**src/design/mfb_pkg.sv**
```systemverilog
// Shared types and constants for the monochrome frame store.
package mfb_pkg;

   localparam int SCREEN_WIDTH  = 160;
   localparam int SCREEN_HEIGHT = 43;
   localparam int PIXEL_COUNT   = SCREEN_WIDTH * SCREEN_HEIGHT;
   localparam int STORE_BYTES   = (PIXEL_COUNT + 7) / 8;
   localparam int ADDR_W        = (STORE_BYTES > 1) ? $clog2(STORE_BYTES) : 1;
   localparam int PIX_W         = ADDR_W + 3;
   localparam int CSR_INDEX_W   = 2;

   typedef enum logic [1:0] {
      OP_GET   = 2'd0,
      OP_SET   = 2'd1,
      OP_CLEAR = 2'd2
   } opcode_type;

   typedef enum logic [CSR_INDEX_W-1:0] {
      CSR_XOR_MODE     = 2'd0,
      CSR_REVERSE_MODE = 2'd1
   } csr_index_type;

   typedef enum logic [1:0] {
      ST_IDLE,
      ST_ACCESS,
      ST_SWEEP
   } state_type;

   typedef struct packed {
      logic [1:0] opcode;
      logic [7:0] column;
      logic [5:0] row;
      logic       pixel_value;
   } req_type;

   typedef struct packed {
      logic pixel_read;
      logic status;
   } rsp_type;

   typedef struct packed {
      logic load;
      logic sweep_load;
      logic commit;
      logic sweep_step;
      logic sweep_done;
   } ctrl_cmd_type;

   typedef struct packed {
      logic req_is_clear;
      logic sweep_last;
   } ctrl_status_type;

endpackage

```
**src/design/mfb_ctrl.sv**
```systemverilog
// Controller state machine: accept, pixel access and store sweep sequencing.
module mfb_ctrl (
   input  logic                     clock,
   input  logic                     reset,
   input  logic                     start,
   input  mfb_pkg::ctrl_status_type status_i,
   output mfb_pkg::ctrl_cmd_type    cmd_o,
   output logic                     busy
);
   import mfb_pkg::*;

   state_type state_ff, state_in;
   logic      report_ff, report_in;

   // Reset lands in a silent sweep that zeroes the store.
   always_ff @(posedge clock) begin
      if (reset) begin
         state_ff  <= ST_SWEEP;
         report_ff <= 1'b0;
      end else begin
         state_ff  <= state_in;
         report_ff <= report_in;
      end
   end

   always_comb begin
      state_in  = state_ff;
      report_in = report_ff;
      cmd_o     = '0;
      case (state_ff)
         ST_IDLE: begin
            if (start) begin
               cmd_o.load = 1'b1;
               if (status_i.req_is_clear) begin
                  cmd_o.sweep_load = 1'b1;
                  report_in        = 1'b1;
                  state_in         = ST_SWEEP;
               end else begin
                  state_in = ST_ACCESS;
               end
            end
         end
         ST_ACCESS: begin
            cmd_o.commit = 1'b1;
            state_in     = ST_IDLE;
         end
         ST_SWEEP: begin
            cmd_o.sweep_step = 1'b1;
            if (status_i.sweep_last) begin
               cmd_o.sweep_done = report_ff;
               report_in        = 1'b0;
               state_in         = ST_IDLE;
            end
         end
         default: begin
            state_in = ST_IDLE;
         end
      endcase
   end

   assign busy = (state_ff != ST_IDLE);

endmodule

```
**config.mk**
```make
export PLATFORM = sky130hd
export DESIGN_NAME = mfb_ctrl
export DESIGN_NICKNAME = d
export VERILOG_FILES = /design/src/design/mfb_pkg.sv /design/src/design/mfb_ctrl.sv
export SDC_FILE = /design/constraint.sdc
export NUM_CORES = 1
export LEC_CHECK = 0
export ABC_CLOCK_PERIOD_IN_PS = 1200
export BUFFER_PORTS_ARGS = -buffer_cell sky130_fd_sc_hd__clkbuf_2
export CORE_AREA = 2 2 39 41
export DETAILED_ROUTE_END_ITERATION = 6
export DIE_AREA = 0 0 41 43
export GPL_ROUTABILITY_DRIVEN = 1
export PLACE_DENSITY_LB_ADDON = 0.15
export SETUP_SLACK_MARGIN = 0.2
export SLEW_MARGIN = 40
export SYNTH_ARGS = -nofsm -noshare
export SYNTH_HDL_FRONTEND = slang
export SYNTH_SLANG_ARGS = --single-unit
```
**constraint.sdc**
```tcl
create_clock -name clock -period 1.2 [get_ports clock]
set_clock_uncertainty 0.05 [all_clocks]
set_input_delay 0.06 -clock clock [delete_from_list [all_inputs] [get_ports clock]]
set_output_delay 0.06 -clock clock [all_outputs]
set_load 0.01 [all_outputs]
```
==> After elaboration in Yosys (flattened, before gate mapping) <==
Index checks and enable logic that the tools add are counted.
{ "totals": {"register_bits": 3, "latch_bits": 0, "mem_bits_rw": 0, "rom_bits": 0, "in_bits": 5, "wordCells": 26, "memories": 0} }
{ "classes": {"add_sub_neg": 0, "mul": 0, "div": 0, "magnitude_cmp": 0, "eq_ne": 5, "shift": 0, "mux": 14, "bitwise_logic": 0, "n_reduce_logical": 5} }
{ "ops": {"columns": ["cell", "count"], "rows": [
  ["two-way mux 2 bit", 6],
  ["two-way mux 1 bit", 6],
  ["!= test 2 bit (second input constant)", 3],
  ["case mux 2 bit (2 select lines)", 1],
  ["AND reduction 4 bit", 1],
  ["nonzero test 2 bit", 2],
  ["equality test 2 x 1 -> 1 bit (second input constant)", 1],
  ["equality test 2 bit (second input constant)", 1],
  ["zero test 2 bit", 1],
  ["case mux 1 bit (2 select lines)", 1],
  ["AND reduction 2 bit", 1]
]} }

==> Depth between registers and ports, before layout <==
Gate-level depths: netlist (run 1).
{ "depth": {"word_depth": 3, "depth_mapped": 2} }

==> Worst setup path before layout (run 1) <==
Ideal clock, no wire load.
{ "synth_timing": {"kind": "reg2reg", "from": "register state_ff[0]", "to": "register state_ff[1]", "setup_time_ps": 120, "arrival_ps": 853, "t_required_ps": 1030, "setup_slack_ps": 177, "stages_incl_launch_ff": 3, "period_less_slack_ps": 1023, "cell_sequence": "dfxtp_1 and2b_1 a211o_1"} }
{ "synth_between": {"elab_chain_len": 3, "elab_cells_between_ends": 6} }
{ "synth_lines": {"columns": ["element", "line", "text"], "rows": [
  ["start, declared", "mfb_ctrl.sv:12", "state_type state_ff, state_in;"],
  ["start signal, assigned", "mfb_ctrl.sv:21", "state_ff <= state_in;"],
  ["equality test 2 bit / zero test 2 bit (equally long branches)", "mfb_ctrl.sv:30", "case (state_ff)"],
  ["!= test 2 bit (no source line)", null, null],
  ["AND reduction 2 bit (no source line)", null, null]
]} }
Parallel ways exist; a longest one is shown, timed or not.
A chain may end at the register's enable or synchronous reset.

==> run_results.csv, run 1 <==
group,metric,value,unit
outcome,status,"finished, final reports clean",
routing,drt_first_iter_violations,1,
synthesis,ys_warn_count,0,
sta,rsz0062_at_grt,"true",
worst_setup_path,r2r-end,"state_ff[1]",
clock_tree,cts_max_path_buffers,2,
sta,fmax,865.1,MHz
cells_and_area,layout.nets,39,
worst_setup_path,critPathKind,"reg -> out",
clock_tree,tritoncts,"built",
routing,wl_per_cell,9.653,µm
cells_and_area,drive_gt1_share,57.58,%
worst_setup_path,reg2reg_depth,2,
floorplanning,die_w,41,µm
floorplanning,design.portCount,11,
cells_and_area,syn2layout_area_growth,93.60,%
clock_tree,clk_latency,0.23,ns
floorplanning,die_area,1763,µm²
routing,via_count,174,
routing,wl,473,µm
sta,fin_crit,1.156,ns
worst_hold_path,min_delay_path_depth,3,
floorplanning,die_h,43,µm
sta,hold_viol,0,
synthesis,synth_nets,21,
synthesis,avgSynthCellArea,9.775,µm²
cells_and_area,diodes,0,
worst_setup_path,endpoint,"cmd_o[0]",
pwr,p_total,346.2,µW
synthesis,ys_types,11,
routing,postRouteAntennaNets,0,
sta,hold_slack,0.05760,ns
global_routing,grt_pass1_vias,184,
pwr,power_density,1143,nW/µm²
floorplanning,rows,14,
sta,fin_crit_sh,96.33,%
clock_tree,clk_pin_slew,0.04,ns
worst_hold_path,min_path_type,"in -> reg",
sta,setup_viol,0,
sta,tns,0,ns
worst_setup_path,r2r_slack,0.21,ns
floorplanning,core,1384,µm²
global_routing,grt_overflow,0,
placed_design,io_buffers,10,
placed_design,placed_area,226.5,µm²
worst_hold_path,hold_start,"status_i[0]",
clock_tree,htreeDepth,1,
worst_setup_path,cp-end-kind,"output port",
cells_and_area,final_cell_mix,"clkbuf_2, clkbuf_4, buf_2",
synthesis,ys_seq_area_share,38.40,%
sta,tightest_slew,0.2527,ns
routing,drc,0,
pwr,irDropWorstVdd,0.3594,mV
global_routing,grt_max_degree,7,
flow_run,cap_violations,0,
sta,maxSlewViolCount,0,
clock_tree,cts.sinks,3,
global_routing,antenna_found_initial,0,
routing,routed_via_density,3.551,
worst_setup_path,cp-start-kind,"flop",
pwr,p_leak,0.1474,nW
global_routing,grt_usage,6.820,%
worst_setup_path,crit-reg2reg-launch,"state_ff[0]",
synthesis,ys_seq_elements,3,
worst_setup_path,cp.arrival,1.05,ns
sta,timing.slew.headroom,83.12,%
floorplanning,initial_utilization,11.30,%
worst_setup_path,worstPathMaxFanout,5,
cells_and_area,layout_commonest_cell,"clkbuf_2",
global_routing,grt_pass1_wl,772,µm
sta,fin_ws,0.04406,ns
clock_tree,clockRootBuffer,"clkbuf_4",
synthesis,synth_area,156.4,µm²
routing,dr.pass1.iters,2,
clock_tree,cts_buffers,3,
placed_design,gp_congestion,0.7090,
worst_setup_path,startpoint,"state_ff[0]",
synthesis,synthCells,16,
worst_setup_path,crit_required,1.09,ns
cells_and_area,design_area,302.8,µm²
placed_design,post-place-ws,0.1466,ns
==> timing repair <==
| action | CTS | global route |
|---|---|---|
| hold buffers | 2 | 0 |
| resized for setup | 3 | 8 |
| pin swaps | 2 | 1 |
| endpoints found under the hold margin | 1 | 0 |
| endpoints found under the setup margin | 8 | 9 |
| buffers inserted | 1 | 0 |
==> power by group <==
part           leakage, nW  internal [mW]  switching [mW]
Combinational        0.108         0.0365          0.0243
Sequential          0.0249          0.106         0.00520
Clock               0.0150          0.124          0.0496
Total                0.147          0.267          0.0791
==> synth_stat cells <==
library cell	number	share of area, %
or2_2	1	4.0
and3_1	1	4.0
nor3b_1	2	9.6
and2b_1	1	4.8
a211o_1	1	5.6
inv_1	2	4.8
nand3b_1	1	4.8
and4bb_4	1	10
a22o_1	1	5.6
nor2b_1	2	8.0
dfxtp_1	3	38
==> registers in the layout, indices dropped and copies added, names as in the netlist <==
register,cells
report_ff,1
state_ff,2
==> layer usage <==
metal / GRT usage (%) / up-vias / wire, µm
met3: 3.141 / 0 / 22
met4: 6.000 / 0 / 0
li1: - / 90 / -
met2: 9.063 / 3 / 280
met1: 7.692 / 81 / 170
met5: 0 / - / 0
==> logic make-up (layout without fill, tap and decap cells) <==
family | count (synthesis) | count (layout) | share of synthesized area (%)
and+or+nand+nor | 9 | 9 | 45.61
buffers and inverters | 2 | 19 | 4.802
DFF | 3 | 3 | 38.40
AOI/OAI and AO/OA | 2 | 2 | 11.20
==> area by class of cell <==
type                       instances  area, µm²
inverter                           2      7.507
timing repair buffer              13      90.09
multi-input combinational         11      96.34
tap                               16      20.02
fill                             157       1081
sequential                         3      62.56
clock buffer                       4      26.28
==> how the worst min path moves through the flow <==
stage	slack (ns)	end
2_1_floorplan	0.09	state_ff[0]
3_3_place_gp	0.20	state_ff[0]
3_5_place_dp	0.20	state_ff[0]
4_1_cts	0.05	state_ff[1]
5_1_grt	0.07	state_ff[1]
6_report	0.06	state_ff[1]
==> per-stage QoR <==
| step | cells | util [%] |
|---|---|---|
| after floorplan | 16 | - |
| after global placement | 42 | 16.37 |
| after detailed placement | 42 | 16.37 |
| after CTS | 49 | 20.61 |
| after global routing | 49 | 21.88 |
| final | 49 | 21.88 |
==> worst max-delay path, stage by stage, from the launching register on <==
cell,delay [ns]
dfxtp_2,0.34
and2b_1,0.20
and3_1,0.14
buf_2,0.13
(Power assumes the default switching activity.)
==> run 2, diff against run 1 <==
--- a/config.mk
+++ b/config.mk
@@ -11,7 +11,7 @@
 export DETAILED_ROUTE_END_ITERATION = 6
 export DIE_AREA = 0 0 41 43
 export GPL_ROUTABILITY_DRIVEN = 1
-export PLACE_DENSITY_LB_ADDON = 0.15
+export GPL_TIMING_DRIVEN = 0
 export SETUP_SLACK_MARGIN = 0.2
 export SLEW_MARGIN = 40
 export SYNTH_ARGS = -nofsm -noshare
==> run_results.csv, run 2 (synthesis results as in run 1) <==
group,metric,value,unit
outcome,status,"finished, final reports clean",
placed_design,post-place-ws,0.1602,ns
sta,hold_slack,0.06831,ns
clock_tree,cts_max_path_buffers,2,
global_routing,antenna_found_initial,0,
sta,fmax,868.9,MHz
clock_tree,clk_latency,0.23,ns
sta,fin_crit,1.151,ns
sta,tns,0,ns
worst_setup_path,r2r-end,"state_ff[1]",
worst_setup_path,cp-end-kind,"output port",
cells_and_area,layout_commonest_cell,"clkbuf_2",
pwr,seqPwrFrac,31.3,%
worst_setup_path,cp.arrival,1.04,ns
sta,timing.slew.headroom,84.99,%
sta,setup_viol,0,
placed_design,gp_congestion,0.5780,
routing,routed_via_density,3.520,
worst_hold_path,min_delay_path_depth,3,
cells_and_area,layout.nets,40,
pwr,p_total,352.2,µW
worst_setup_path,reg2reg_depth,3,
worst_setup_path,cp-start-kind,"flop",
worst_setup_path,worstPathMaxFanout,6,
routing,postRouteAntennaNets,0,
pwr,clockPowerShare,49.5,%
cells_and_area,syn2layout_area_growth,101.6,%
pwr,p_sw_share,22.54,%
sta,fin_ws,0.04912,ns
global_routing,grt_pass1_wl,655,µm
worst_setup_path,critPathKind,"reg -> out",
worst_setup_path,crit_required,1.09,ns
sta,hold_viol,0,
placed_design,placedCellCount,42,
worst_setup_path,r2r_slack,0.11,ns
pwr,p_comb_share,19.2,%
floorplanning,die_area,1763,µm²
clock_tree,cts.sinks,3,
worst_hold_path,min_to,"state_ff[1]",
worst_hold_path,hold_start,"status_i[0]",
pwr,p_int,272.8,µW
floorplanning,die_h,43,µm
sta,tightest_slew,0.2247,ns
flow_run,cap_violations,0,
floorplanning,die_w,41,µm
pwr,irDropWorstVdd,0.2155,mV
clock_tree,cts_buffers,3,
cells_and_area,design_area,315.3,µm²
clock_tree,htreeDepth,1,
routing,drc,0,
floorplanning,initial_utilization,11.30,%
global_routing,grt_max_degree,7,
routing,dr.pass1.iters,2,
cells_and_area,fin_util,22.78,%
pwr,p_leak,0.1523,nW
cells_and_area,top_regs,"state_ff (2), report_ff (1)",
floorplanning,rows,14,
global_routing,grt_overflow,0,
routing,drt_first_iter_violations,1,
clock_tree,clk_pin_slew,0.04,ns
global_routing,grt_usage,6.513,%
sta,rsz0062_at_grt,"true",
clock_tree,tritoncts,"built",
cells_and_area,drive_gt1_share,55.88,%
sta,fin_crit_sh,95.91,%
routing,via_count,176,
placed_design,placed_area,226.5,µm²
routing,wl_per_cell,8.360,µm
cells_and_area,largest_reg_flops,2,
pwr,switchingPower,79.38,µW
worst_hold_path,min_path_type,"in -> reg",
sta,maxSlewViolCount,0,
worst_setup_path,crit_chain,"and4bb_4 > buf_6",
worst_setup_path,crit-reg2reg-launch,"state_ff[0]",
pwr,power_density,1117,nW/µm²
floorplanning,core,1384,µm²
cells_and_area,final-instance-count-excl-fill,50,
routing,wl,418,µm
worst_setup_path,cp_slowest_stage_delay,0.36,ns
placed_design,io_buffers,10,
global_routing,grt_pass1_vias,174,
cells_and_area,largest_register,"state_ff",
worst_setup_path,crit_slowest_cell,"and4bb_4",
cells_and_area,diodes,0,
floorplanning,design.portCount,11,
clock_tree,clockRootBuffer,"clkbuf_4",
cells_and_area,final_cell_mix,"clkbuf_2, buf_6, clkbuf_4",
-- run 2: metal layers --
layer  part of all wire (%)  GRT usage (%)  wire [µm]
met5                      0              0          0
met4                      0          8.000          0
met3                     12          6.283         50
met2                     51          8.125        215
met1                     36          4.792        152
-- run 2: critical path: cells and delay by family (launching register included) --
kind          cells  cell delay [ns]
simple gates      1             0.36
flops             1             0.35
buf+inv           1             0.11
-- run 2: layout make-up --
type	count	area (µm²)
clock buffer	4	26.28
timing repair buffer	14	107.6
fill	153	1069
tap	16	20.02
inverter	2	7.507
multi-input combinational	11	88.84
sequential	3	65.06
-- run 2: how the worst max path moves through the flow --
stage / end / startpoint / depth (start not counted)
floorplan: state_ff[1] / state_ff[0] / 2
global placement: state_ff[1] / state_ff[0] / 2
detailed placement: state_ff[1] / state_ff[0] / 2
CTS: cmd_o[3] / state_ff[1] / 2
global route: cmd_o[0] / state_ff[0] / 3
finish: cmd_o[3] / state_ff[1] / 2
-- run 2: what timing repair did --
action	4_1_cts	5_1_grt
resized for setup	2	9
setup endpoints to repair	8	8
buffers inserted	2	0
pin swaps	3	1
hold endpoints to repair	1	1
-- run 2: power groups by stage --
stage | clock (mW) | combinational (mW) | sequential (mW)
after global placement | 0 | 0.0456 | 0.111
after floorplan | 0 | 0.0254 | 0.110
after CTS | 0.187 | 0.0529 | 0.111
after global routing | 0.199 | 0.0733 | 0.111
after detailed placement | 0 | 0.0461 | 0.112
final | 0.174 | 0.0677 | 0.110
